[config.mk]
export PLATFORM = sky130hd
export DESIGN_NAME = cursor_blink_position_controller_core
export DESIGN_NICKNAME = d
export VERILOG_FILES = /design/src/rtl/cbpc_pkg.sv /design/src/rtl/cursor_blink_position_controller_core.sv /design/src/rtl/cbpc_clip.sv
export SDC_FILE = /design/constraint.sdc
export NUM_CORES = 1
export LEC_CHECK = 0
export BUFFER_PORTS_ARGS = -buffer_cell sky130_fd_sc_hd__buf_2
export CAP_MARGIN = 25
export CELL_PAD_IN_SITES_DETAIL_PLACEMENT = 1
export CELL_PAD_IN_SITES_GLOBAL_PLACEMENT = 2
export CORE_MARGIN = 3
export CORE_UTILIZATION = 39
export DETAILED_ROUTE_END_ITERATION = 8
export PLACE_DENSITY = 0.9
export SYNTH_ARGS = -nofsm -noshare
export SYNTH_HDL_FRONTEND = slang
export SYNTH_SLANG_ARGS = --single-unit
[constraint.sdc]
create_clock -name clk_i -period 6.75 [get_ports clk_i]
set_input_delay 1.0125 -clock clk_i [delete_from_list [all_inputs] [get_ports clk_i]]
set_output_delay 1.0125 -clock clk_i [all_outputs]
set_load 0.01 [all_outputs]
[src/rtl/cbpc_pkg.sv]
// Shared types and constants for the cursor blink and position controller.
package cbpc_pkg;

  localparam int unsigned CURSOR_LINES = 64;
  localparam logic [7:0]  DRAW_DELAY   = 8'd2;

  localparam int unsigned PIX_W  = 13;
  localparam int unsigned VS_W   = 14;
  localparam int unsigned IMG_W  = 22;
  localparam int unsigned BASE_W = 24;

  typedef enum logic [1:0] {
    CMD_TICK  = 2'd0,
    CMD_ERASE = 2'd1,
    CMD_DRAW  = 2'd2,
    CMD_MOVE  = 2'd3
  } cmd_e;

  typedef enum logic [2:0] {
    REG_BLINK_RATE  = 3'd0,
    REG_FONT_WIDTH  = 3'd1,
    REG_FONT_HEIGHT = 3'd2,
    REG_PAN_X       = 3'd3,
    REG_PAN_Y       = 3'd4,
    REG_BASE_OFFSET = 3'd5
  } reg_idx_e;

  // Words loaded into the position registers when the cursor is shown
  typedef struct packed {
    logic [IMG_W-1:0] image_offset;
    logic [VS_W-1:0]  vert_skip;
    logic [PIX_W-1:0] horz_skip;
    logic [PIX_W-1:0] posn_x;
    logic [PIX_W-1:0] posn_y;
  } shown_t;

endpackage

[src/rtl/cursor_blink_position_controller_core.sv]
// Cursor blink and position controller: top level with config, state and result register.
// Each request passes through the input register and then the result register.
// Throughput: one request per cycle while results are taken; the result register frees as its result is taken.
// Cell products are formed in the input stage; state update and clipping in the second.
// Reset: asynchronous active low; config returns to defaults, cursor state and shown words clear.
// No clearing pass: the block is ready for requests as soon as reset is released.
module cursor_blink_position_controller_core (
  input  logic                        clk_i,
  input  logic                        rst_ni,
  input  logic                        cfg_valid_i,
  output logic                        cfg_ready_o,
  input  logic [2:0]                  cfg_index_i,
  input  logic [23:0]                 cfg_data_i,
  input  logic                        in_valid_i,
  output logic                        in_ready_o,
  input  logic [1:0]                  cmd_i,
  input  logic [7:0]                  cell_col_i,
  input  logic [7:0]                  cell_row_i,
  output logic                        out_valid_o,
  input  logic                        out_ready_i,
  output logic                        cursor_shown_o,
  output logic [21:0]                 image_offset_o,
  output logic [13:0]                 vert_skip_o,
  output logic [12:0]                 horz_skip_o,
  output logic [12:0]                 posn_x_o,
  output logic [12:0]                 posn_y_o,
  output logic                        regs_written_o
);
  import cbpc_pkg::*;

  // configuration
  logic [7:0]        blink_rate_q;
  logic [5:0]        font_width_q;
  logic [6:0]        font_height_q;
  logic [PIX_W-1:0]  pan_x_q, pan_y_q;
  logic [BASE_W-1:0] base_offset_q;

  // input stage
  logic              s1_valid_q;
  cmd_e              s1_cmd_q;
  logic [PIX_W-1:0]  s1_nx_q, s1_ny_q;
  logic [13:0]       prod_x;
  logic [14:0]       prod_y;

  // cursor state
  logic [PIX_W-1:0]  pixel_x_q, pixel_x_d, pixel_y_q, pixel_y_d;
  logic              en_q, en_d, phase_q, phase_d;
  logic [7:0]        cnt_q, cnt_d, cnt_dec;
  shown_t            shown_q, shown_d, clip;
  logic              wrote_d, load, same;

  // result register
  logic              out_valid_q, out_wr_q, out_shown_q;

  logic adv, in_fire, s2_fire;

  assign cfg_ready_o = 1'b1;
  assign adv         = !out_valid_q || out_ready_i;
  assign in_ready_o  = !s1_valid_q || adv;
  assign in_fire     = in_valid_i && in_ready_o;
  assign s2_fire     = s1_valid_q && adv;

  assign prod_x = cell_col_i * font_width_q;
  assign prod_y = cell_row_i * font_height_q;

  always_ff @(posedge clk_i or negedge rst_ni) begin
    if (!rst_ni) begin
      blink_rate_q  <= 8'd20;
      font_width_q  <= 6'd8;
      font_height_q <= 7'd16;
      pan_x_q       <= '0;
      pan_y_q       <= '0;
      base_offset_q <= '0;
    end else if (cfg_valid_i && cfg_ready_o) begin
      case (cfg_index_i)
        REG_BLINK_RATE:  blink_rate_q  <= cfg_data_i[7:0];
        REG_FONT_WIDTH:  font_width_q  <= cfg_data_i[5:0];
        REG_FONT_HEIGHT: font_height_q <= cfg_data_i[6:0];
        REG_PAN_X:       pan_x_q       <= cfg_data_i[PIX_W-1:0];
        REG_PAN_Y:       pan_y_q       <= cfg_data_i[PIX_W-1:0];
        REG_BASE_OFFSET: base_offset_q <= cfg_data_i;
        default: ;
      endcase
    end
  end

  always_ff @(posedge clk_i or negedge rst_ni) begin
    if (!rst_ni) begin
      s1_valid_q <= 1'b0;
    end else if (in_ready_o) begin
      s1_valid_q <= in_valid_i;
    end
  end

  always_ff @(posedge clk_i) begin
    if (in_fire) begin
      s1_cmd_q <= cmd_e'(cmd_i);
      s1_nx_q  <= prod_x[PIX_W-1:0];
      s1_ny_q  <= prod_y[PIX_W-1:0];
    end
  end

  logic is_erase;
  logic [PIX_W-1:0] clip_x, clip_y;

  assign is_erase = (s1_cmd_q == CMD_ERASE);
  assign same     = (s1_nx_q == pixel_x_q) && (s1_ny_q == pixel_y_q) && (is_erase == !en_q);
  assign cnt_dec  = cnt_q - 8'd1;
  // placement commands clip the new position, ticks the stored one
  assign clip_x   = (s1_cmd_q == CMD_TICK) ? pixel_x_q : s1_nx_q;
  assign clip_y   = (s1_cmd_q == CMD_TICK) ? pixel_y_q : s1_ny_q;

  cbpc_clip u_clip (
    .pixel_x_i     (clip_x),
    .pixel_y_i     (clip_y),
    .pan_x_i       (pan_x_q),
    .pan_y_i       (pan_y_q),
    .font_height_i (font_height_q),
    .base_offset_i (base_offset_q),
    .shown_o       (clip)
  );

  always_comb begin
    pixel_x_d = pixel_x_q;
    pixel_y_d = pixel_y_q;
    en_d      = en_q;
    phase_d   = phase_q;
    cnt_d     = cnt_q;
    wrote_d   = 1'b0;
    load      = 1'b0;
    if (s1_cmd_q == CMD_TICK) begin
      if (en_q && (cnt_q != 8'd0)) begin
        cnt_d = cnt_dec;
        if (cnt_dec == 8'd0) begin
          phase_d = !phase_q;
          load    = !phase_q;
          wrote_d = 1'b1;
          cnt_d   = blink_rate_q;
        end
      end
    end else if (!same) begin
      en_d      = 1'b0;
      wrote_d   = phase_q;
      pixel_x_d = s1_nx_q;
      pixel_y_d = s1_ny_q;
      if (is_erase) begin
        phase_d = 1'b0;
      end else begin
        if (phase_q) load = 1'b1;
        else cnt_d = DRAW_DELAY;
        en_d = 1'b1;
      end
    end
    shown_d = load ? clip : shown_q;
  end

  always_ff @(posedge clk_i or negedge rst_ni) begin
    if (!rst_ni) begin
      pixel_x_q   <= '0;
      pixel_y_q   <= '0;
      en_q        <= 1'b0;
      phase_q     <= 1'b0;
      cnt_q       <= '0;
      shown_q     <= '0;
      out_valid_q <= 1'b0;
    end else begin
      if (adv) out_valid_q <= s1_valid_q;
      if (s2_fire) begin
        pixel_x_q <= pixel_x_d;
        pixel_y_q <= pixel_y_d;
        en_q      <= en_d;
        phase_q   <= phase_d;
        cnt_q     <= cnt_d;
        shown_q   <= shown_d;
      end
    end
  end

  always_ff @(posedge clk_i) begin
    if (s2_fire) begin
      out_wr_q    <= wrote_d;
      out_shown_q <= phase_d;
    end
  end

  assign out_valid_o    = out_valid_q;
  assign cursor_shown_o = out_shown_q;
  assign regs_written_o = out_wr_q;
  // shown words are only updated on a transfer, so they match the result register
  assign image_offset_o = shown_q.image_offset;
  assign vert_skip_o    = shown_q.vert_skip;
  assign horz_skip_o    = shown_q.horz_skip;
  assign posn_x_o       = shown_q.posn_x;
  assign posn_y_o       = shown_q.posn_y;

`ifndef SYNTHESIS
  a_phase_needs_enable: assert property (@(posedge clk_i) disable iff (!rst_ni)
    phase_q |-> en_q)
    else $error("cursor visible while blinking disabled");

  a_idle_tick_quiet: assert property (@(posedge clk_i) disable iff (!rst_ni)
    (s2_fire && (s1_cmd_q == CMD_TICK) && !en_q) |=> !out_wr_q)
    else $error("tick while disabled wrote registers");

  a_no_overwrite: assert property (@(posedge clk_i) disable iff (!rst_ni)
    (in_fire && s1_valid_q) |-> adv)
    else $error("input register overwritten before transfer");

  a_shown_stable: assert property (@(posedge clk_i) disable iff (!rst_ni)
    !s2_fire |=> $stable(shown_q))
    else $error("shown words changed without a transfer");
`endif

endmodule

[src/rtl/cbpc_clip.sv]
// Clips a cursor pixel position against the pan offsets and forms the register words.
module cbpc_clip (
  input  logic [cbpc_pkg::PIX_W-1:0]  pixel_x_i,
  input  logic [cbpc_pkg::PIX_W-1:0]  pixel_y_i,
  input  logic [cbpc_pkg::PIX_W-1:0]  pan_x_i,
  input  logic [cbpc_pkg::PIX_W-1:0]  pan_y_i,
  input  logic [6:0]                  font_height_i,
  input  logic [cbpc_pkg::BASE_W-1:0] base_offset_i,
  output cbpc_pkg::shown_t            shown_o
);
  import cbpc_pkg::*;

  logic             x_in, y_in;
  logic [PIX_W-1:0] ys;

  assign x_in = (pixel_x_i >= pan_x_i);
  assign y_in = (pixel_y_i >= pan_y_i);
  assign ys   = y_in ? '0 : (pan_y_i - pixel_y_i);

  always_comb begin
    shown_o.posn_x       = x_in ? (pixel_x_i - pan_x_i) : '0;
    shown_o.horz_skip    = x_in ? '0 : (pan_x_i - pixel_x_i);
    shown_o.posn_y       = y_in ? (pixel_y_i - pan_y_i) : '0;
    // overshoot counts in pairs of bytes per cursor line
    shown_o.image_offset = IMG_W'(base_offset_i[BASE_W-1:3]) + IMG_W'({ys, 1'b0});
    shown_o.vert_skip    = VS_W'(CURSOR_LINES) + VS_W'(ys) - VS_W'(font_height_i);
  end

endmodule

# --- Yosys cells after proc, flatten, opt, wreduce, memory -nomap -nowiden ---
# Index checks and enable logic that the tools add are counted.
op_classes:
  addsub: 8
  n_bitwise: 2
  order_cmp: 2
  n_eq_ne: 13
  n_reduce_logical: 24
  n_mux: 28
  n_mul: 2
ops:
  columns: ["operator", "count"]
  rows:
  - ["2-to-1 mux 13 bit", 6]
  - ["subtractor 13 bit", 4]
  - ["2-to-1 mux 8 bit", 6]
  - ["equality test 13 bit", 2]
  - [">= comparator 13 bit", 2]
  - ["adder 21 x 14 -> 22 bit", 1]
  - ["2-to-1 mux 1 bit", 16]
  - ["adder 7 x 13 -> 14 bit (first input constant)", 1]
  - ["AND reduction 2 bit", 7]
  - ["subtractor 14 x 7 -> 14 bit", 1]
  - ["multiplier 8 x 6 -> 13 bit", 1]
  - ["multiplier 8 x 7 -> 13 bit", 1]
  - ["zero test 8 bit", 1]
  - ["inequality test 2 x 1 -> 1 bit (second input constant)", 4]
  - ["nonzero test 8 bit", 1]
  - ["subtractor 8 x 1 -> 8 bit (second input constant)", 1]
  - ["equality test 3 x 2 -> 1 bit (second input constant)", 2]
  - ["equality test 3 bit (second input constant)", 2]
  - ["logical AND 1 bit", 5]
  - ["AND reduction 5 bit", 1]
  - ["zero test 1 bit", 4]
  - ["equality test 3 x 1 -> 1 bit (second input constant)", 1]
  - ["zero test 3 bit", 1]
  - ["AND reduction 3 bit", 1]
  - ["other kinds (5)", 7]
word_totals:
  word_cells: 102
  output_inout_bits: 80
  reg_bits: 214
  inputBits: 50

# --- Depth between registers and ports, before layout ---
# Gate-level depths: netlist (run 1).
depth:
  depth_word: 6
  mapped_depth: 25
  mapped_depth_nobuf: 21

# --- Hierarchy ---
# A second synthesis (run 1) with hierarchy kept.
unflattened:
  cells_unflattened: 1596
  hier_area_um2: 16034.1
modules_own_cells:
  columns: ["mod", "cells_per_inst", "seq_area_each_um2", "area_each_um2", "instances"]
  rows:
  - ["cursor_blink_position_controller_core", 974, 5510.3, 11806.3, 1]
  - ["cbpc_clip", 622, 0.0, 4227.8, 1]

# --- Least setup slack after synthesis (run 1) ---
# Ideal clock, no wire load.
synth_timing:
  kind: "register -> register"
  from: "reg s1_cmd_q[1]"
  to: "reg shown_q, in the netlist vert_skip_o[13]"
  required_time_ns: 6.625
  t_arrival_ns: 5.772
  stages_incl_launch_ff: 24
  period_less_slack_ns: 5.897
  n_path_buf: 3
  setup_ns: 0.125
  setup_slack_ns: 0.853
  path_cell_list: "edfxtp_1 buf_2 nor2_1 clkbuf_1 mux2_2 ha_1 clkbuf_2 nand3_1 or3_1 a211oi_1 o21ai_1 nand2_1 a21o_1 nor2_1 ha_1 ha_1 fa_1 a211oi_1 o21ai_0 a211oi_1 o21ai_0 a31o_2 xnor2_1 mux2_2"
synth_between:
  elab_chain_len: 6
  word_cells_on_any_way: 14
  classes_between: "add/sub: 3; order compare: 1; eq/ne: 2; mux: 5; reduce/logical: 3"
synth_rtl:
  columns: ["element", "line_no", "source"]
  rows:
  - ["start: declaration", "cursor_blink_position_controller_core.sv:40", "cmd_e s1_cmd_q;"]
  - ["start signal: assignment", "cursor_blink_position_controller_core.sv:97", "s1_cmd_q <= cmd_e'(cmd_i);"]
  - ["zero test 2 bit or equality test 2 x 1 -> 1 bit (tied branches)", "cursor_blink_position_controller_core.sv:111, cursor_blink_position_controller_core.sv:131, cursor_blink_position_controller_core.sv:106", null]
  - ["2-to-1 mux 13 bit or equality test 1 bit (tied branches)", "cursor_blink_position_controller_core.sv:111, cursor_blink_position_controller_core.sv:107", null]
  - ["subtractor 13 bit, or another cell as far along", "cbpc_clip.sv:18", "assign ys = y_in ? '0 : (pan_y_i - pixel_y_i);"]
  - ["2-to-1 mux 13 bit or 2-to-1 mux 1 bit (tied branches)", "cbpc_clip.sv:18, cursor_blink_position_controller_core.sv:141", null]
  - ["adder 7 x 13 -> 14 bit or 2-to-1 mux 1 bit (tied branches)", "cbpc_clip.sv:26, cursor_blink_position_controller_core.sv:131", null]
  - ["subtractor 14 x 7 -> 14 bit or AND reduction 2 bit (tied branches)", null, null]
  - ["end signal: assignment", "cursor_blink_position_controller_core.sv:174", "shown_q <= shown_d;"]
  - ["end: declaration", "cursor_blink_position_controller_core.sv:49", "shown_t shown_q, shown_d, clip;"]
# Several ways; a longest one is shown, not always the timed one.
# A chain may end at the register's enable or synchronous reset.

# --- Final worst setup path (run 1) ---
# Same ends and word-level chain as after synthesis.

==> flow_summary.json, run 1 <==
{
  "outcome": "finished clean",
  "finalHoldViolCount": 0,
  "post_synth_mux_area_share_pct": 8.06,
  "cp-end-kind": "flop",
  "wl_per_cell_um": 19.1,
  "globalRouteTotalUtil_pct": 20.4,
  "final_antenna_net_count": 0,
  "hold_slack_ps": 472,
  "drive_gt1_share_pct": 17.5,
  "global_route.peak_usage_layer": "met2",
  "grt_use_met2_pct": 34.5,
  "cts_resized": 0,
  "pre_repair_dr_iteration_count": 5,
  "die_h_um": 204,
  "clkLatencyLatePin_ps": 530,
  "dieArea_um2": 41600,
  "synth.yosys.warnings": 0,
  "synth.distinct_cells": 76,
  "synth_fa_ha_area_share_pct": 18.4,
  "share_of_async_settable_or_async_resettable_flops_after_synthesis_pct": 85.8,
  "critPathSlowestCell": "edfxtp_1",
  "worst-endpoint-arrival_ps": 6660,
  "fin_setup_tns_ps": 0,
  "global_route.usage.met3_pct": 2.02,
  "syn-num-nets": 1808,
  "synth_top_flop_cell": "dfrtp_1",
  "numClockSinks": 211,
  "combPwrFrac_pct": 62.2,
  "drcViolationCount": 0,
  "timing.hold.worst_path_depth": 2,
  "final-seq-area_um2": 5440,
  "globalRouteMet1Util_pct": 28.1,
  "number_of_storage_elements_in_the_synthesis_netlist": 211,
  "p_int_w": 0.00515,
  "max_stage_delay_ps": 560,
  "diodes": 0,
  "clock-skew-final_ps": 19.6,
  "power.share.clock_pct": 14.2,
  "ctsRootBufferMaster": "clkbuf_16",
  "crit_type": "reg2reg",
  "multi_input_area_um2": 9020,
  "clock_pin_transition_on_the_worst_setup_and_hold_timing_paths_ps": 60,
  "power.switching_fraction_pct": 46.5,
  "cts_hold_buffers": 0,
  "number_of_enable_flip_flop_cells_after_synthesis": 30,
  "first_pass_grt_wire_length_mm": 68.6,
  "critPathLaunchType": "flop",
  "initial_core_utilization_pct": 40.1,
  "synth-compound-area-share_pct": 13.1,
  "detailroute.via_count": 11738,
  "crit_chain": "nor2_2 > mux2_2 > ha_1 > nand3_1 > or3_1 > a211oi_1 > o21ai_1 > nand2_1 > a21o_1 > nor2_1 > ha_1 > ha_1 > fa_1 > a211oi_1 > o21ai_0 > a211oi_1 > o21ai_0 > a31o_2 > xnor2_1 > mux2_2",
  "worstPathMaxFanout": 13,
  "power.share.sequential_pct": 23.5,
  "numCtsBuffers": 25,
  "place_hpwl_mm": 32.9,
  "setup_viol": 0,
  "power.density_cell_area_nw_per_um2": 558,
  "fraction_of_the_mapped_netlist_area_in_simple_logic_gates_pct": 13.5,
  "fp.dieW_um": 204,
  "p_leak_nw": 8.11,
  "p_sw_w": 0.00448,
  "worst_r2r_path_depth": 20,
  "core_um2": 38100,
  "finalCriticalPeriod_ps": 6250,
  "vias_per_cell": 5.31,
  "postCtsSetupBuffers": 0,
  "path_delay_family": "compound AO/OA/AOI/OAI gates",
  "fmax_mhz": 160,
  "report.power.total_w": 0.00963,
  "cts-root-to-sink-buffers": 3,
  "synthCells": 1568,
  "yosys.area_share.xor_xnor_pct": 5.79,
  "placement.io_buffers": 128,
  "fill_cells": 4342,
  "grt_setup_unrepaired": "false",
  "mappedNetlistArea_um2": 15300,
  "cts.htree.levels": 1,
  "num-nets-final": 1919,
  "placement_rows": 71,
  "grt_antenna_before_repair": 0,
  "maximum_number_of_pins_on_one_net_before_global_route_repair": 87,
  "flow.area_growth_from_synthesis_pct": 13.0,
  "ys_seq_area_share_pct": 35.6,
  "grt-ovfl-total": 0,
  "drt_first_iter_violations": 513,
  "io-pin-count": 130,
  "cp.buffers_inverters": 0,
  "max_cap_violations": 0,
  "timing.final.crit_share_pct": 92.7,
  "slew_violations": 0,
  "routabilityCongestion": 0.864,
  "ir_worst_vdd_mv": 0.233,
  "detail_route.wirelength_mm": 42.3,
  "tritoncts_clock_tree": "yes",
  "synth_top_family_by_area": "adder cells",
  "cp_num_cells": 20,
  "first_global_vias": 12538,
  "worst_slew_margin_relative_to_its_limit_pct": 35.9,
  "worst-slew-pin-transition_ps": 957,
  "min_path_type": "reg2reg",
  "critical_path_required_ps": 7150,
  "postSynthAreaPerCell_um2": 9.75
}
registers in the layout, indices dropped and copies added (netlist names), 2 cells and up:
| signal | count |
|---|---|
| s1_ny_q | 13 |
| posn_x_o | 13 |
| base_offset_q | 21 |
| horz_skip_o | 13 |
| font_width_q | 6 |
| s1_nx_q | 13 |
| cnt_q | 8 |
| s1_cmd_q | 2 |
| pixel_x_q | 13 |
| blink_rate_q | 8 |
| pixel_y_q | 13 |
| font_height_q | 7 |
| posn_y_o | 13 |
| vert_skip_o | 14 |
| pan_y_q | 13 |
| pan_x_q | 13 |
| image_offset_o | 22 |
power groups by stage:
stage	logic (W)	clock network, W	registers [W]
floorplan	0.00432	0	0.00221
global placement	0.00578	0	0.00226
detailed placement	0.00600	0	0.00228
CTS	0.00606	0.00141	0.00226
global route	0.00676	0.00146	0.00233
finish	0.00600	0.00137	0.00227
Yosys cell counts, types with 30 or more instances:
cell type    n  area [µm²]
edfxtp_1    30         901
xor2_1      31         272
nor2_1      70         263
nand2_1    194         728
xnor2_1     70         613
fa_1        58        1160
ha_1       132        1650
o21ai_0     90         450
inv_1      158         593
dfrtp_1    177        4430
and2_1      42         263
a21oi_1     65         325
clkbuf_1    33         124
mux2_2      97        1090
logic make-up after synthesis:
kind of cell,count (synthesis)
compound gates,307
fa+ha+maj,190
flops,211
mux,111
xor+xnor,101
buf+inv,214
other cells,1
simple gates,433
cells in the final DEF, fill, tap and decap left out, types with 5 or more instances in the layout:
| cell | count |
|---|---|
| o41ai_1 | 12 |
| nand2_1 | 194 |
| nor4_1 | 9 |
| a211o_1 | 5 |
| fa_1 | 58 |
| and2_1 | 42 |
| or4_1 | 5 |
| clkbuf_16 | 28 |
| o21ai_0 | 90 |
| o31ai_1 | 25 |
| xor2_1 | 31 |
| nand4b_1 | 5 |
| nor2_1 | 69 |
| mux2_2 | 97 |
| edfxtp_1 | 30 |
| buf_4 | 12 |
| a22o_1 | 9 |
| a21o_1 | 19 |
| nor3_1 | 26 |
| or3_1 | 8 |
| ha_1 | 132 |
| mux2i_1 | 14 |
| a211oi_1 | 12 |
| a31oi_1 | 9 |
| o21bai_1 | 9 |
| nand4_1 | 15 |
| nand3_1 | 9 |
| o21a_1 | 9 |
| dfrtp_1 | 177 |
| nor2b_1 | 15 |
| xnor2_1 | 70 |
| buf_2 | 127 |
| nand2b_1 | 10 |
| inv_1 | 158 |
| a21oi_1 | 64 |
| clkbuf_1 | 9 |
worst paths after layout:
path | startpoint | end | slack, ps
min | horz_skip_o[0] | horz_skip_o[0] | 470
min reg2reg | horz_skip_o[0] | horz_skip_o[0] | 470
max in group asynchronous | rst_ni | vert_skip_o[5] | 5040
min in group asynchronous | rst_ni | horz_skip_o[0] | 480
max reg2reg | s1_cmd_q[1] | vert_skip_o[13] | 500
max | s1_cmd_q[1] | vert_skip_o[13] | 500
routing by layer:
| metal | up-vias | wire [µm] | part of all wire, % |
|---|---|---|---|
| met5 | - | 0 | 0 |
| met4 | 0 | 1070 | 2.5 |
| met3 | 50 | 1470 | 3.5 |
| met2 | 172 | 20300 | 48 |
| met1 | 5899 | 19500 | 46 |
| li1 | 5617 | - | - |
worst reg2reg max path, delay by kind of cell (launching register included):
| family | cells | cell delay [ps] |
|---|---|---|
| adder cells (fa/ha/maj) | 4 | 1490 |
| AO/OA/AOI/OAI | 8 | 1990 |
| multiplexers | 2 | 650 |
| AND/OR/NAND/NOR | 5 | 1300 |
| flip-flops | 1 | 560 |
| XOR/XNOR | 1 | 120 |
per-stage QoR:
step                      utilization, %  instance area [µm²]  worst slack, ps  std cells
after floorplan                        -                15300              853       1568
after global placement              43.1                16400              729       2163
after detailed placement            43.1                16400              577       2163
after CTS                           45.3                17300              543       2209
final                               45.3                17300              495       2209
after global routing                45.3                17300             89.6       2209
cell type report:
cell class              count  share of cell area (%)
clock inverters             6                   0.362
flip-flops and latches    211                    31.5
multi-input cells        1143                    52.2
inverters                 158                    3.43
well taps                 511                    3.70
clock buffers              40                    4.49
repair buffers            140                    4.28
Power figures use the tool's default switching activity.
==> inputs of run 2 (changes only) <==
--- a/config.mk
+++ b/config.mk
@@ -11,6 +11,7 @@
 export CELL_PAD_IN_SITES_GLOBAL_PLACEMENT = 2
 export CORE_MARGIN = 3
 export CORE_UTILIZATION = 39
+export CTS_BUF_LIST = sky130_fd_sc_hd__clkbuf_16
 export DETAILED_ROUTE_END_ITERATION = 8
 export PLACE_DENSITY = 0.9
 export SYNTH_ARGS = -nofsm -noshare
==> run 2 against run 1 <==
Compared with the run above: critical path depth unchanged; worst hold slack got worse by 1.2 ps; register-to-register slack improved by 40 ps; total power down 0.51%; combinational power barely moved; largest power group unchanged; highest routed layer unchanged.
==> flow_summary.json, run 2 (synthesis results as in run 1) <==
{
  "outcome": "finished clean",
  "dieArea_um2": 41600,
  "fin_setup_tns_ps": 0,
  "slew_violations": 0,
  "clock-skew-final_ps": 20.5,
  "finalHoldViolCount": 0,
  "highest_layer": "met4",
  "ctsRootBufferMaster": "clkbuf_16",
  "pre_cts_slack_ps": 577,
  "globalRouteTotalUtil_pct": 20.3,
  "detailroute.wirelength.met2_mm": 20.1,
  "p_int_w": 0.00511,
  "io-pin-count": 130,
  "timing.final.crit_share_pct": 92.1,
  "clock_pin_transition_on_the_worst_setup_and_hold_timing_paths_ps": 60,
  "p_sw_w": 0.00448,
  "maximum_number_of_pins_on_one_net_before_global_route_repair": 87,
  "most-common-layout-cells": "194 x nand2_1, 177 x dfrtp_1, 167 x inv_1",
  "fin_util_pct": 45.2,
  "fill_cells": 4346,
  "postCtsSetupBuffers": 0,
  "numClockSinks": 211,
  "core_um2": 38100,
  "cts-root-to-sink-buffers": 3,
  "fmax_mhz": 161,
  "commonest_non_fill_non_tap_cell_in_the_layout": "nand2_1",
  "crit_type": "reg2reg",
  "critical_path_required_ps": 7150,
  "power.share.sequential_pct": 23.6,
  "stdcell_count": 2209,
  "worst-slew-pin-transition_ps": 963,
  "layout_setup_ws_ps": 535,
  "num-nets-final": 1919,
  "combPwrFrac_pct": 62.6,
  "cts_resized": 0,
  "pre_repair_dr_iteration_count": 5,
  "detail_route.wirelength_mm": 42.2,
  "numCtsBuffers": 25,
  "wl_per_cell_um": 19.1,
  "finalCriticalPeriod_ps": 6210,
  "drt_first_iter_violations": 574,
  "diodes": 0,
  "routabilityCongestion": 0.864,
  "worstPathMaxFanout": 13,
  "clkLatencyLatePin_ps": 530,
  "first_global_vias": 12521,
  "critPathLaunchType": "flop",
  "ir_worst_vdd_mv": 0.233,
  "grt_antenna_before_repair": 0,
  "max_cap_violations": 0,
  "cp-end-kind": "flop",
  "initial_core_utilization_pct": 40.1,
  "first_pass_grt_wire_length_mm": 68.5,
  "fp.dieW_um": 204,
  "placement_rows": 71,
  "detailroute.via_count": 11780,
  "place_hpwl_mm": 32.9,
  "cts.htree.levels": 1,
  "final_cell_area_um2": 17200,
  "power.density_cell_area_nw_per_um2": 556,
  "worst_slew_margin_relative_to_its_limit_pct": 35.5,
  "number_of_flip_flops_in_the_largest_register": 22,
  "worst-endpoint-arrival_ps": 6620,
  "placement.io_buffers": 128,
  "grt-ovfl-total": 0,
  "dp.cells": 2163,
  "setup_viol": 0,
  "cts_hold_buffers": 0,
  "met1Wirelength_mm": 19.6,
  "vias_per_cell": 5.33,
  "tritoncts_clock_tree": "yes",
  "grt_setup_unrepaired": "false",
  "die_h_um": 204,
  "drcViolationCount": 0,
  "min_path_type": "in2async",
  "placed_area_um2": 16400,
  "final_antenna_net_count": 0,
  "detailroute.wirelength.met3_mm": 1.39,
  "power.switching_fraction_pct": 46.7,
  "drive_gt1_share_pct": 17.3,
  "flow.area_growth_from_synthesis_pct": 12.8,
  "power.share.clock_pct": 13.8,
  "p_leak_nw": 8.13
}
==> run 2: cell count changes in the layout (fill, tap and decap cells not counted), sizes merged <==
cell | previous run | this run
clkinv | 2 | 5
clkbuf | 41 | 29
inv | 160 | 169
==> run 2: layout make-up <==
| class | instances | area [µm²] | area share, % |
|---|---|---|---|
| Tap cell | 511 | 639 | 3.71 |
| Multi-Input combinational cell | 1143 | 9020 | 52.3 |
| Clock inverter | 18 | 108 | 0.624 |
| Clock buffer | 28 | 701 | 4.07 |
| Timing Repair Buffer | 140 | 739 | 4.29 |
| Inverter | 158 | 593 | 3.44 |
| Sequential cell | 211 | 5440 | 31.5 |
==> run 2: worst paths after layout <==
check / to / cells past startpoint / slack, ps / from
max in group asynchronous: vert_skip_o[5] / 2 / 5040 / rst_ni
setup / recovery: vert_skip_o[13] / 20 / 540 / s1_cmd_q[1]
hold reg to reg: horz_skip_o[0] / 2 / 470 / horz_skip_o[0]
min in group clk_i: horz_skip_o[0] / 2 / 470 / horz_skip_o[0]
setup reg to reg: vert_skip_o[13] / 20 / 540 / s1_cmd_q[1]
hold / removal: horz_skip_o[0] / 1 / 470 / rst_ni
==> run 2: critical path: stages (launching register included) <==
cell	delay, ps
edfxtp_1	560
nor2_2	340
mux2_2	390
ha_1	510
nand3_1	240
or3_1	460
a211oi_1	290
o21ai_1	150
nand2_1	120
a21o_1	260
nor2_1	130
ha_1	290
ha_1	240
fa_1	440
a211oi_1	340
o21ai_0	230
a211oi_1	330
o21ai_0	120
a31o_2	270
xnor2_1	120
mux2_2	250
==> run 2: power by group through the flow <==
stage          Sequential (W)  Combinational (W)  Clock, W
3_3_place_gp          0.00226            0.00578         0
4_1_cts               0.00226            0.00605   0.00136
3_5_place_dp          0.00228            0.00600         0
6_report              0.00226            0.00600   0.00132
5_1_grt               0.00233            0.00675   0.00142
2_1_floorplan         0.00221            0.00432         0
==> run 2: per-stage QoR <==
step	hold WS [ps]	total power, W
floorplan	457	0.00653
global placement	458	0.00804
detailed placement	466	0.00828
CTS	479	0.00968
global route	498	0.0105
finish	470	0.00958
==> run 2: layer usage <==
metal  vias up  track usage (%)
met3        52             1.93
met5         -                0
met2       182             34.2
li1       5624                -
met1      5922             28.2
met4         0             5.53
==> inputs of run 3 (changes only) <==
--- a/config.mk
+++ b/config.mk
@@ -9,7 +9,6 @@
 export CAP_MARGIN = 25
 export CELL_PAD_IN_SITES_DETAIL_PLACEMENT = 1
 export CELL_PAD_IN_SITES_GLOBAL_PLACEMENT = 2
-export CORE_MARGIN = 3
 export CORE_UTILIZATION = 39
 export CTS_BUF_LIST = sky130_fd_sc_hd__clkbuf_16
 export DETAILED_ROUTE_END_ITERATION = 8
==> run 3 against run 2 <==
Compared with the run above: clock-buffer cell count is 4 lower; wire length is 0.29% lower; sequential share of layout area hardly changed; critical endpoint unchanged; largest cell class unchanged.
==> flow_summary.json, run 3 (synthesis results as in run 1) <==
{
  "flow.area_growth_from_synthesis_pct": 12.6,
  "detail_route.wirelength_mm": 42.1,
  "cts-root-to-sink-buffers": 3,
  "outcome": "finished clean",
  "worst_path_most_repeated_cell": "a211oi_1",
  "commonest_non_fill_non_tap_cell_in_the_layout": "nand2_1",
  "drt_first_iter_violations": 488,
  "first_global_vias": 12506,
  "ir_worst_vdd_mv": 0.220,
  "ctsRootBufferMaster": "clkbuf_16",
  "wl_per_cell_um": 19.0,
  "power.share.clock_pct": 13.3,
  "worst_r2r_path_depth": 20,
  "maximum_number_of_pins_on_one_net_before_global_route_repair": 76,
  "stdcell_count": 2215,
  "dieArea_um2": 40000,
  "cts_hold_buffers": 0,
  "cts.htree.levels": 1,
  "most-common-layout-cells": "194 x nand2_1, 177 x dfrtp_1, 162 x inv_1",
  "clock-skew-final_ps": 17.9,
  "routabilityCongestion": 0.902,
  "power.switching_fraction_pct": 47.0,
  "numClockSinks": 211,
  "crit_type": "reg2reg",
  "clock_pin_transition_on_the_worst_setup_and_hold_timing_paths_ps": 70,
  "crit_chain": "nor2_4 > mux2_2 > ha_2 > nand3_1 > or3_1 > a211oi_1 > o21ai_1 > nand2_1 > a21o_1 > nor2_1 > ha_1 > ha_1 > fa_1 > a211oi_1 > o21ai_0 > a211oi_1 > o21ai_0 > a31o_2 > xnor2_1 > mux2_2",
  "power.share.sequential_pct": 23.8,
  "max_stage_delay_ps": 600,
  "dp.cells": 2171,
  "finalHoldViolCount": 0,
  "detailroute.via_count": 11817,
  "p_leak_nw": 8.10,
  "globalRouteTotalUtil_pct": 21.5,
  "power.density_cell_area_nw_per_um2": 556,
  "setup_viol": 0,
  "worst_slew_margin_relative_to_its_limit_pct": 33.3,
  "combPwrFrac_pct": 62.9,
  "place_hpwl_mm": 33.0,
  "report.power.total_w": 0.00957,
  "worst-slew-pin-transition_ps": 997,
  "numCtsBuffers": 24,
  "die_h_um": 200,
  "slew_violations": 0,
  "critPathSlowestCell": "edfxtp_1",
  "final_antenna_net_count": 0,
  "critPathLaunchType": "flop",
  "grt_antenna_before_repair": 0,
  "worstReg2RegEnd": "vert_skip_o[13]",
  "drcViolationCount": 0,
  "tritoncts_clock_tree": "yes",
  "placement.io_buffers": 128,
  "worstPathMaxFanout": 13,
  "rr_startpoint": "s1_cmd_q[1]",
  "io-pin-count": 130,
  "critical_path_required_ps": 7170,
  "fp.dieW_um": 200,
  "initial_core_utilization_pct": 39.5,
  "worst-endpoint-arrival_ps": 6640,
  "timing.final.crit_share_pct": 92.2,
  "p_int_w": 0.00507,
  "placed_area_um2": 16400,
  "setup.reg_to_reg.worst_slack_ps": 530,
  "finalCriticalPeriod_ps": 6220,
  "fmax_mhz": 161,
  "fin_setup_tns_ps": 0,
  "first_pass_grt_wire_length_mm": 67.4,
  "max_cap_violations": 0,
  "pre_repair_dr_iteration_count": 5,
  "placement_rows": 72,
  "clkLatencyLatePin_ps": 550,
  "diodes": 0,
  "grt-ovfl-total": 0,
  "drive_gt1_share_pct": 17.5,
  "final_cell_area_um2": 17200,
  "grt_setup_unrepaired": "false",
  "core_um2": 38600,
  "vias_per_cell": 5.33,
  "cp-end-kind": "flop",
  "min_path_type": "in2async",
  "num-nets-final": 1919,
  "p_sw_w": 0.00450,
  "number_of_flip_flops_in_the_largest_register": 22,
  "timing.critical_path.from": "s1_cmd_q[1]"
}
==> run 3: timing repair <==
item / in CTS / in global routing
endpoints found under the setup margin: 0 / 5
endpoints found under the hold margin: 0 / 0
resized for setup: 0 / 3
buffers inserted: 0 / 0
==> run 3: worst max path at each step <==
stage	cells after the start	endpoint
6_report	20	vert_skip_o[13]
5_1_grt	20	vert_skip_o[13]
4_1_cts	20	vert_skip_o[13]
3_5_place_dp	20	vert_skip_o[13]
3_3_place_gp	20	vert_skip_o[13]
2_1_floorplan	23	vert_skip_o[13]
==> run 3: critical path, delay by kind of cell (launching register included) <==
family / cells / cell delay [ps]
xor+xnor: 1 / 120
simple gates: 5 / 1270
mux: 2 / 660
fa+ha+maj: 4 / 1430
compound gates: 8 / 2030
flops: 1 / 600
==> run 3: layer usage <==
| metal | wire length, µm | vias to the layer above | track usage (%) |
|---|---|---|---|
| met5 | 0 | - | 0 |
| met4 | 1080 | 0 | 6.05 |
| met3 | 1360 | 59 | 2.12 |
| met2 | 20200 | 196 | 36.7 |
| met1 | 19500 | 5947 | 28.8 |
| li1 | - | 5615 | - |
==> run 3: final cells by class <==
type	count	area [µm²]
Clock buffer	24	601
Inverter	158	593
Fill cell	4418	21400
Tap cell	518	648
Multi-Input combinational cell	1143	9040
Sequential cell	211	5440
Timing Repair Buffer	141	747
Clock inverter	20	155
==> run 3: per-stage QoR <==
| stage | hold slack, ps | utilization, % | worst slack [ps] |
|---|---|---|---|
| after global placement | 457 | 42.6 | 616 |
| final | 463 | 44.5 | 530 |
| after detailed placement | 466 | 42.6 | 397 |
| after floorplan | 457 | - | 853 |
| after global routing | 496 | 44.5 | 100 |
| after CTS | 473 | 44.5 | 322 |
==> run 3: power groups by stage <==
stage / Sequential, W / Combinational (W) / Clock, W
2_1_floorplan: 0.00221 / 0.00432 / 0
3_3_place_gp: 0.00227 / 0.00577 / 0
3_5_place_dp: 0.00230 / 0.00597 / 0
4_1_cts: 0.00228 / 0.00604 / 0.00130
5_1_grt: 0.00234 / 0.00673 / 0.00135
6_report: 0.00228 / 0.00602 / 0.00127
